==> config.mk <==
export PLATFORM = sky130hd
export DESIGN_NAME = framed_packet_receiver_unit
export DESIGN_NICKNAME = d
export VERILOG_FILES = /design/src/rtl/fpr_pkg.sv /design/src/rtl/fpr_seq.sv /design/src/rtl/fpr_dp.sv /design/src/rtl/framed_packet_receiver_unit.sv
export SDC_FILE = /design/constraint.sdc
export NUM_CORES = 1
export LEC_CHECK = 0
export BUFFER_PORTS_ARGS = -buffer_cell sky130_fd_sc_hd__buf_4
export CORE_MARGIN = 4
export CORE_UTILIZATION = 36
export DETAILED_ROUTE_END_ITERATION = 7
export PLACE_DENSITY = 0.58
export REMOVE_ABC_BUFFERS = 1
export SYNTH_ARGS = -nofsm -noshare
export SYNTH_HDL_FRONTEND = slang
export SYNTH_SLANG_ARGS = --single-unit
==> constraint.sdc <==
create_clock -name clk -period 3.69 [get_ports clk]
set_input_delay 0 -clock clk [delete_from_list [all_inputs] [get_ports clk]]
set_output_delay 0 -clock clk [all_outputs]
set_load 0.01 [all_outputs]
==> src/rtl/fpr_pkg.sv <==
`timescale 1ns / 1ps
`default_nettype none

package fpr_pkg;

    localparam int BUF_BYTES = 64;
    localparam int ADDR_W    = $clog2(BUF_BYTES);
    localparam int FILL_W    = $clog2(BUF_BYTES + 1);
    localparam int REM_W     = 16;
    localparam int PH_W      = 4;

    localparam logic [7:0] SYNC_FIRST  = 8'h86;
    localparam logic [7:0] SYNC_SECOND = 8'hAB;
    localparam logic [7:0] HEADER_TAKE = 8'd4;
    localparam logic [7:0] TAIL_LEFT   = 8'd3;

    // step codes; receive steps follow the frame layout, replay steps come after
    localparam logic [PH_W-1:0] PH_HUNT    = 4'd0;
    localparam logic [PH_W-1:0] PH_SYNC2   = 4'd1;
    localparam logic [PH_W-1:0] PH_SIZE_HI = 4'd2;
    localparam logic [PH_W-1:0] PH_SIZE_LO = 4'd3;
    localparam logic [PH_W-1:0] PH_CMD1    = 4'd4;
    localparam logic [PH_W-1:0] PH_CMD2    = 4'd5;
    localparam logic [PH_W-1:0] PH_FUNC    = 4'd6;
    localparam logic [PH_W-1:0] PH_DATA    = 4'd7;
    localparam logic [PH_W-1:0] PH_NUM     = 4'd8;
    localparam logic [PH_W-1:0] PH_SUM     = 4'd9;
    localparam logic [PH_W-1:0] PH_END     = 4'd10;
    localparam logic [PH_W-1:0] PH_RP_RD   = 4'd11;
    localparam logic [PH_W-1:0] PH_RP_WR   = 4'd12;

    localparam logic [1:0] COND_NONE  = 2'd0;
    localparam logic [1:0] COND_SYNC1 = 2'd1;
    localparam logic [1:0] COND_SYNC2 = 2'd2;

    localparam logic [2:0] REM_HOLD  = 3'd0;
    localparam logic [2:0] REM_CLEAR = 3'd1;
    localparam logic [2:0] REM_HIGH  = 3'd2;
    localparam logic [2:0] REM_LOW   = 3'd3;
    localparam logic [2:0] REM_DEC   = 3'd4;

    typedef struct packed {
        logic            take;
        logic [1:0]      cond;
        logic            clr_frame;
        logic            store;
        logic            add_sum;
        logic [2:0]      rem_op;
        logic            emit_app;
        logic            save_chk;
        logic            chk_end;
        logic            tail_jump;
        logic [PH_W-1:0] next_ph;
        logic [PH_W-1:0] tail_ph;
        logic            rp_read;
        logic            rp_emit;
    } uword_t;

    // gated actions, sequencer to datapath
    typedef struct packed {
        logic       abort;
        logic       clr_frame;
        logic       store;
        logic       add_sum;
        logic [2:0] rem_op;
        logic       emit_app;
        logic       save_chk;
        logic       rp_start;
        logic       rp_read;
        logic       rp_emit;
    } act_t;

    // datapath flags, datapath to sequencer
    typedef struct packed {
        logic full;
        logic sync1_hit;
        logic sync2_hit;
        logic tail_hit;
        logic chk_pass;
        logic rp_last;
        logic out_free;
    } status_t;

    function automatic uword_t ucode(input logic [PH_W-1:0] ph);
        uword_t w;
        begin
            w = '0;
            unique case (ph)
                PH_SYNC2:
                begin
                    w.take = 1'b1; w.cond = COND_SYNC2; w.store = 1'b1;
                    w.add_sum = 1'b1; w.rem_op = REM_CLEAR; w.next_ph = PH_SIZE_HI;
                end
                PH_SIZE_HI:
                begin
                    w.take = 1'b1; w.store = 1'b1; w.add_sum = 1'b1;
                    w.rem_op = REM_HIGH; w.next_ph = PH_SIZE_LO;
                end
                PH_SIZE_LO:
                begin
                    w.take = 1'b1; w.store = 1'b1; w.add_sum = 1'b1;
                    w.rem_op = REM_LOW; w.next_ph = PH_CMD1;
                end
                PH_CMD1:
                begin
                    w.take = 1'b1; w.store = 1'b1; w.add_sum = 1'b1;
                    w.rem_op = REM_DEC; w.next_ph = PH_CMD2;
                end
                PH_CMD2:
                begin
                    w.take = 1'b1; w.store = 1'b1; w.add_sum = 1'b1;
                    w.rem_op = REM_DEC; w.next_ph = PH_FUNC;
                end
                PH_FUNC:
                begin
                    w.take = 1'b1; w.store = 1'b1; w.add_sum = 1'b1;
                    w.rem_op = REM_DEC; w.emit_app = 1'b1; w.tail_jump = 1'b1;
                    w.next_ph = PH_DATA; w.tail_ph = PH_NUM;
                end
                PH_DATA:
                begin
                    w.take = 1'b1; w.store = 1'b1; w.add_sum = 1'b1;
                    w.rem_op = REM_DEC; w.tail_jump = 1'b1;
                    w.next_ph = PH_DATA; w.tail_ph = PH_NUM;
                end
                PH_NUM:
                begin
                    w.take = 1'b1; w.store = 1'b1; w.add_sum = 1'b1;
                    w.rem_op = REM_DEC; w.next_ph = PH_SUM;
                end
                PH_SUM:
                begin
                    w.take = 1'b1; w.store = 1'b1; w.rem_op = REM_DEC;
                    w.save_chk = 1'b1; w.next_ph = PH_END;
                end
                PH_END:
                begin
                    w.take = 1'b1; w.store = 1'b1; w.rem_op = REM_DEC;
                    w.chk_end = 1'b1; w.next_ph = PH_HUNT;
                end
                PH_RP_RD:
                begin
                    w.rp_read = 1'b1; w.next_ph = PH_RP_WR;
                end
                PH_RP_WR:
                begin
                    w.rp_emit = 1'b1; w.next_ph = PH_RP_RD;
                end
                default:
                begin
                    // hunt, also for the unused codes
                    w.take = 1'b1; w.cond = COND_SYNC1; w.clr_frame = 1'b1;
                    w.store = 1'b1; w.add_sum = 1'b1; w.next_ph = PH_SYNC2;
                end
            endcase
            return w;
        end
    endfunction

endpackage

`default_nettype wire

==> src/rtl/fpr_seq.sv <==
`timescale 1ns / 1ps
`default_nettype none

module fpr_seq (
    input  wire logic             clk,
    input  wire logic             rst_n,
    input  wire logic             in_valid,
    output logic                  in_ready,
    input  wire fpr_pkg::status_t st,
    output fpr_pkg::act_t         act
);
    import fpr_pkg::*;

    logic [PH_W-1:0] phase_reg;
    logic [PH_W-1:0] phase_next;
    logic [PH_W-1:0] ph_eff;
    uword_t          uw_raw;
    uword_t          uw;
    logic            fire;
    logic            cond_ok;
    logic            step;

    always_comb
    begin
        uw_raw = ucode(phase_reg);
        // a full buffer throws the frame away; the byte is then handled as a hunt byte
        ph_eff = (uw_raw.take && st.full) ? PH_HUNT : phase_reg;
        uw     = ucode(ph_eff);
    end

    assign in_ready = uw.take && st.out_free;
    assign fire     = in_valid && in_ready;

    always_comb
    begin
        case (uw.cond)
            COND_SYNC1: cond_ok = st.sync1_hit;
            COND_SYNC2: cond_ok = st.sync2_hit;
            default:    cond_ok = 1'b1;
        endcase
    end

    assign step = fire && cond_ok;

    always_comb
    begin
        act.abort     = fire && uw_raw.take && st.full;
        act.clr_frame = step && uw.clr_frame;
        act.store     = step && uw.store;
        act.add_sum   = step && uw.add_sum;
        act.rem_op    = step ? uw.rem_op : REM_HOLD;
        act.emit_app  = step && uw.emit_app;
        act.save_chk  = step && uw.save_chk;
        act.rp_start  = step && uw.chk_end && st.chk_pass;
        act.rp_read   = uw.rp_read;
        act.rp_emit   = uw.rp_emit && st.out_free;
    end

    always_comb
    begin
        phase_next = phase_reg;
        if (fire)
        begin
            if (!cond_ok)
                phase_next = PH_HUNT;
            else if (uw.tail_jump && st.tail_hit)
                phase_next = uw.tail_ph;
            else if (act.rp_start)
                phase_next = PH_RP_RD;
            else
                phase_next = uw.next_ph;
        end
        else if (uw.rp_read)
            phase_next = uw.next_ph;
        else if (act.rp_emit)
            phase_next = st.rp_last ? PH_HUNT : uw.next_ph;
    end

    always_ff @(posedge clk or negedge rst_n)
    begin
        if (!rst_n)
            phase_reg <= PH_HUNT;
        else
            phase_reg <= phase_next;
    end

endmodule

`default_nettype wire

==> src/rtl/fpr_dp.sv <==
`timescale 1ns / 1ps
`default_nettype none

module fpr_dp (
    input  wire logic                        clk,
    input  wire logic                        rst_n,
    input  wire logic [7:0]                  rx_byte,
    input  wire fpr_pkg::act_t               act,
    output fpr_pkg::status_t                 st,
    output logic                             out_valid,
    input  wire logic                        out_ready,
    output logic                             kind,
    output logic [7:0]                       value,
    output logic [fpr_pkg::FILL_W-1:0]       frame_length,
    output logic                             last
);
    import fpr_pkg::*;

    logic [7:0]        mem [BUF_BYTES];
    logic [FILL_W-1:0] fill_reg;
    logic [FILL_W-1:0] fill_next;
    logic [FILL_W-1:0] fill_base;
    logic [REM_W-1:0]  remaining_reg;
    logic [REM_W-1:0]  remaining_next;
    logic [7:0]        sum_reg;
    logic [7:0]        sum_next;
    logic [7:0]        chk_reg;
    logic [ADDR_W-1:0] rp_idx_reg;
    logic [ADDR_W-1:0] rp_idx_next;
    logic [7:0]        rd_data_reg;
    logic              out_valid_reg;
    logic              out_valid_next;
    logic              out_load;
    logic              kind_reg;
    logic [7:0]        value_reg;
    logic [FILL_W-1:0] len_reg;
    logic              last_reg;

    always_comb
    begin
        fill_base = (act.abort || act.clr_frame) ? '0 : fill_reg;
        fill_next = act.store ? fill_base + 1'b1 : fill_base;

        sum_next = sum_reg;
        if (act.clr_frame)
            sum_next = '0;
        if (act.add_sum)
            sum_next = sum_next + rx_byte;

        case (act.rem_op)
            REM_CLEAR: remaining_next = '0;
            REM_HIGH:  remaining_next = {rx_byte, 8'h00};
            REM_LOW:   remaining_next = {remaining_reg[REM_W-1:8], remaining_reg[7:0] | rx_byte}
                                        - REM_W'(HEADER_TAKE);
            REM_DEC:   remaining_next = remaining_reg - 1'b1;
            default:   remaining_next = remaining_reg;
        endcase

        rp_idx_next = rp_idx_reg;
        if (act.rp_start)
            rp_idx_next = '0;
        else if (act.rp_emit)
            rp_idx_next = rp_idx_reg + 1'b1;
    end

    always_comb
    begin
        st.full      = (fill_reg == FILL_W'(BUF_BYTES));
        st.sync1_hit = (rx_byte == SYNC_FIRST);
        st.sync2_hit = (rx_byte == SYNC_SECOND);
        // countdown lands on the tail value after this byte's decrement
        st.tail_hit  = (remaining_reg == REM_W'(TAIL_LEFT) + 1'b1);
        st.chk_pass  = (remaining_reg == REM_W'(1)) && (chk_reg == sum_reg);
        st.rp_last   = ({1'b0, rp_idx_reg} + 1'b1 == fill_reg);
        st.out_free  = !out_valid_reg || out_ready;
    end

    assign out_load       = act.emit_app || act.rp_emit;
    assign out_valid_next = out_load ? 1'b1 : (out_ready ? 1'b0 : out_valid_reg);

    always_ff @(posedge clk or negedge rst_n)
    begin
        if (!rst_n)
        begin
            fill_reg      <= '0;
            remaining_reg <= '0;
            sum_reg       <= '0;
            rp_idx_reg    <= '0;
            out_valid_reg <= 1'b0;
        end
        else
        begin
            fill_reg      <= fill_next;
            remaining_reg <= remaining_next;
            sum_reg       <= sum_next;
            rp_idx_reg    <= rp_idx_next;
            out_valid_reg <= out_valid_next;
        end
    end

    always_ff @(posedge clk)
    begin
        if (act.store)
            mem[fill_base[ADDR_W-1:0]] <= rx_byte;
        if (act.rp_read)
            rd_data_reg <= mem[rp_idx_reg];
    end

    always_ff @(posedge clk)
    begin
        if (act.save_chk)
            chk_reg <= rx_byte;
        if (act.emit_app)
        begin
            kind_reg  <= 1'b0;
            value_reg <= rx_byte;
            len_reg   <= '0;
            last_reg  <= 1'b1;
        end
        else if (act.rp_emit)
        begin
            kind_reg  <= 1'b1;
            value_reg <= rd_data_reg;
            len_reg   <= fill_reg;
            last_reg  <= st.rp_last;
        end
    end

    assign out_valid    = out_valid_reg;
    assign kind         = kind_reg;
    assign value        = value_reg;
    assign frame_length = len_reg;
    assign last         = last_reg;

endmodule

`default_nettype wire

==> src/rtl/framed_packet_receiver_unit.sv <==
`timescale 1ns / 1ps
`default_nettype none

// channel  handshake              payload
// in       in_valid / in_ready    rx_byte
// out      out_valid / out_ready  kind, value, frame_length, last
//
// A received byte is accepted when the sequencer is in a receive step and the output register is free.
// Replaying an accepted frame runs two steps per byte: a buffer read step, then an
// output load step; input is held off until the frame's last byte has been loaded.
// The output register stalls the replay sequencer while it holds a byte and out_ready is low.
// Reset clears the step counter, counters and output valid; the buffer is not cleared.

module framed_packet_receiver_unit (
    input  wire logic                        clk,
    input  wire logic                        rst_n,
    input  wire logic                        in_valid,
    output logic                             in_ready,
    input  wire logic [7:0]                  rx_byte,
    output logic                             out_valid,
    input  wire logic                        out_ready,
    output logic                             kind,
    output logic [7:0]                       value,
    output logic [fpr_pkg::FILL_W-1:0]       frame_length,
    output logic                             last
);
    import fpr_pkg::*;

    act_t    act;
    status_t st;

    fpr_seq u_seq (
        .clk      (clk),
        .rst_n    (rst_n),
        .in_valid (in_valid),
        .in_ready (in_ready),
        .st       (st),
        .act      (act)
    );

    fpr_dp u_dp (
        .clk          (clk),
        .rst_n        (rst_n),
        .rx_byte      (rx_byte),
        .act          (act),
        .st           (st),
        .out_valid    (out_valid),
        .out_ready    (out_ready),
        .kind         (kind),
        .value        (value),
        .frame_length (frame_length),
        .last         (last)
    );

endmodule

`default_nettype wire

==> results.md <==
* DR pass1 iterations at 5
* Full die area at 0.0723 sq mm
* Multi-input gate area at 0.00686 sq mm
* Status: finished, final reports clean
* Mux contribution to synthesized area at 0.156
* Period utilization at 0.983
* Largest register FFs at 512
* I/O Buffers at 30
* Register area at 0.0173 sq mm
* N_diodes at 0
* Share of cells above drive strength 1 at 0.286
* Worst vdd ir at 371 uV
* Fin util at 0.426
* CTS tree: yes
* Hold/Removal Path Class: in -> reg
* Total global-route track usage at 0.169
* Root Buffer: clkbuf_16
* Post-Synth Adder-Cell Area at 0.00786
* 1st-iter DRT viols at 1225
* Row cnt at 95
* Worst hold stages at 2
* Clk_lat worst skew at 630 ps
* RSZ-0062 raised after global routing: yes
* Reg2reg end: u_dp.mem[53][7]
* Post-synthesis cell type count at 80
* Area post-placement at 0.0265 sq mm
* Vias/cell at 5.45
* Seq/Total Area, Yosys at 0.707
* Post-synth top area cell: edfxtp_1
* CP max FO at 14
* Synth Area in XOR/XNOR at 0.0114
* Max Freq at 0.276 GHz
* Cell count after synthesis at 1356
* Number of synthesized flops with an enable pin at 536
* Async set-reset flop share out of synthesis at 0.0716
* Syn Std Cell Area at 0.0245 sq mm
* WL per Instance at 25.0 um
* Setup-failing EPs final at 0
* CP Class: reg -> reg
* Grt total ovfl at 0
* Worst slew pin tran at 1160 ps
* Synthesized area per cell at 18.1 sq um
* Ports at 31
* Pre-CTS setup slack at 56.2 ps
* Top-count cell post-synth: edfxtp_1
* H-tree levels at 2
* CTS buffer count at 60
* Final Max Tran Viols at 0
* Leak Pwr at 9.36 nW
* Post-layout min period at 3630 ps
* Fin area at 0.0286 sq mm
* Synth cell count leaders: edfxtp_1, mux4_2, nor2_1
* Initial antenna violation count at 1
* Worst reg-to-reg setup slack at 60 ps
* Maximum buffer depth of the clock tree at 3
* Placer Congestion at 0.901
* Worst Reg-to-Reg Cells at 10
* Crit Reg-Reg Startpoint: u_dp.fill_reg[1]
* Synth-to-layout area growth at 16.8%
* DR DRC count at 0
* Clock skew at 19.2 ps
* Core area at 0.0673 sq mm
* Synth Warn # at 0
* Die height at 269 um
* Layout fillers at 5849
* Max-slew headroom at 0.229
* Fin. Hold Viols at 0
* PnR worst setup slack at 63.0 ps
* Final WL at 60700 um
* Die X at 269 um
* Arrival @ worst endpoint at 3880 ps
* PwrDens at 557 mW/mm^2
* Final HPWL DP at 39400 um
* Global-route wire length before repair at 90700 um
* Largest family of logic cells by synthesized area: multiplexers
* Tot Pwr at 15.9 mW
* Vias in the first global route at 13600
* Compound-cell area share of the yosys netlist at 0.0337
* Routed vias at 13200
* Largest net degree at the start of global routing at 73
* Total of max-cap violations at 0
* Simple-gate share of the synthesized area at 0.0684
* Share of the synthesized area in the top cell type at 0.657
* Startpoint Class: register
* Hold_sp: rx_byte[1]
* Critical Path RT at 3940 ps
* Routed Antenna Nets at 0
* Hold EP: u_dp.mem[63][1]
* Initial Utilization at 0.364
* Clock Sinks at 587
* Final TNS setup at 0 ps
* Clk slew on worst S/H paths at 60 ps
* Synth top area cells: edfxtp_1, mux4_2, dfrtp_1, nor2_1, nand2_1
* Setup crit end kind: register
* Total Nets Final at 1529
* Yosys reg bits at 587
* Post-synth top flop: edfxtp_1
## stage by stage
step	cells	hold slack, ps
after floorplan	1281	-296
after global placement	2302	52.3
after detailed placement	2302	51.8
after CTS	2423	4.89
after global routing	2427	16.6
final	2427	30.9
## kinds of logic (layout without fill, tap and decap cells)
logic type | after synthesis | after routing
AND/OR/NAND/NOR | 339 | 339
XOR/XNOR | 32 | 32
adder cells (fa/ha/maj) | 15 | 15
flip-flops | 587 | 587
multiplexers | 172 | 172
AO/OA/AOI/OAI | 123 | 123
buffers and inverters | 88 | 286
## per-layer routing
| layer | share of wire | wire (um) | track usage |
|---|---|---|---|
| met1 | 0.44 | 26800 | 0.243 |
| met2 | 0.48 | 29400 | 0.275 |
| met3 | 0.054 | 3250 | 0.0234 |
| met4 | 0.020 | 1220 | 0.0417 |
| met5 | 0 | 0 | 0 |
## cell usage in the layout, fill, tap and decap left out, types with 4 or more instances in the layout
| cell type | synthesis | final |
|---|---|---|
| nor3_1 | 19 | 18 |
| nor2_2 | 6 | 8 |
| a211oi_1 | 4 | 4 |
| dfrtp_1 | 42 | 38 |
| xnor2_1 | 19 | 19 |
| nand2_1 | 88 | 87 |
| xor2_1 | 13 | 13 |
| a21oi_1 | 28 | 26 |
| nand4b_1 | 5 | 5 |
| or4_1 | 4 | 4 |
| or3_1 | 10 | 10 |
| dlygate4sd3_1 | 0 | 7 |
| clkinv_2 | 0 | 10 |
| dfxtp_1 | 9 | 9 |
| nand2b_1 | 8 | 8 |
| o211ai_1 | 10 | 10 |
| nand3_1 | 25 | 25 |
| clkbuf_16 | 0 | 60 |
| o311ai_0 | 4 | 4 |
| clkbuf_1 | 43 | 14 |
| nor4_1 | 6 | 5 |
| nor2b_1 | 7 | 7 |
| o21a_1 | 5 | 5 |
| buf_4 | 1 | 143 |
| inv_1 | 13 | 13 |
| nand3b_1 | 4 | 4 |
| mux4_2 | 168 | 168 |
| nand4_1 | 6 | 6 |
| o21ai_0 | 32 | 27 |
| a21o_1 | 5 | 5 |
| clkinv_1 | 0 | 16 |
| bufinv_16 | 0 | 7 |
| nor2_1 | 116 | 114 |
| edfxtp_1 | 536 | 536 |
| o21ai_1 | 2 | 7 |
| buf_12 | 0 | 8 |
| and2_1 | 9 | 9 |
| ha_1 | 13 | 13 |
## power by group
| part | total (mW) | leakage [nW] | switching [mW] | internal (mW) |
|---|---|---|---|---|
| clock | 6.02 | 0.951 | 2.52 | 3.50 |
| sequential | 7.72 | 5.42 | 0.205 | 7.51 |
| combinational | 2.20 | 2.99 | 1.36 | 0.843 |
## worst max path at each step
stage,startpoint,to,cells after the start
2_1_floorplan,u_dp.rp_idx_reg[0],u_seq.phase_reg[0],7
3_3_place_gp,u_dp.fill_reg[0],u_dp.sum_reg[7],15
3_5_place_dp,u_dp.fill_reg[0],u_dp.sum_reg[7],15
4_1_cts,u_dp.fill_reg[0],u_dp.sum_reg[7],15
5_1_grt,u_dp.fill_reg[1],u_dp.mem[53][4],10
6_report,u_dp.fill_reg[1],u_dp.mem[53][7],10
## worst max-delay path, stage by stage, from the launching register on
cell and delay [ps]:
dfrtp_1 400, buf_6 160, nor4b_4 270, buf_4 170, a211oi_2 90, buf_4 160
o32ai_2 340, o21ai_2 180, nor2_1 310, nand4b_1 420, nor2_1 740
## final cells by class
type                    count  area share
clock buffers              75      0.0548
inverters                  13     0.00170
repair buffers            160      0.0469
multi-input cells         681       0.240
clock inverters            38      0.0134
well taps                 873      0.0382
flip-flops and latches    587       0.606
## repair_timing
action,in CTS,in global routing
buffers inserted,0,4
hold buffers,8,0
endpoints found under the hold margin,86,0
gates resized for setup,0,17
endpoints found under the setup margin,0,2
(Power assumes the default switching activity.)
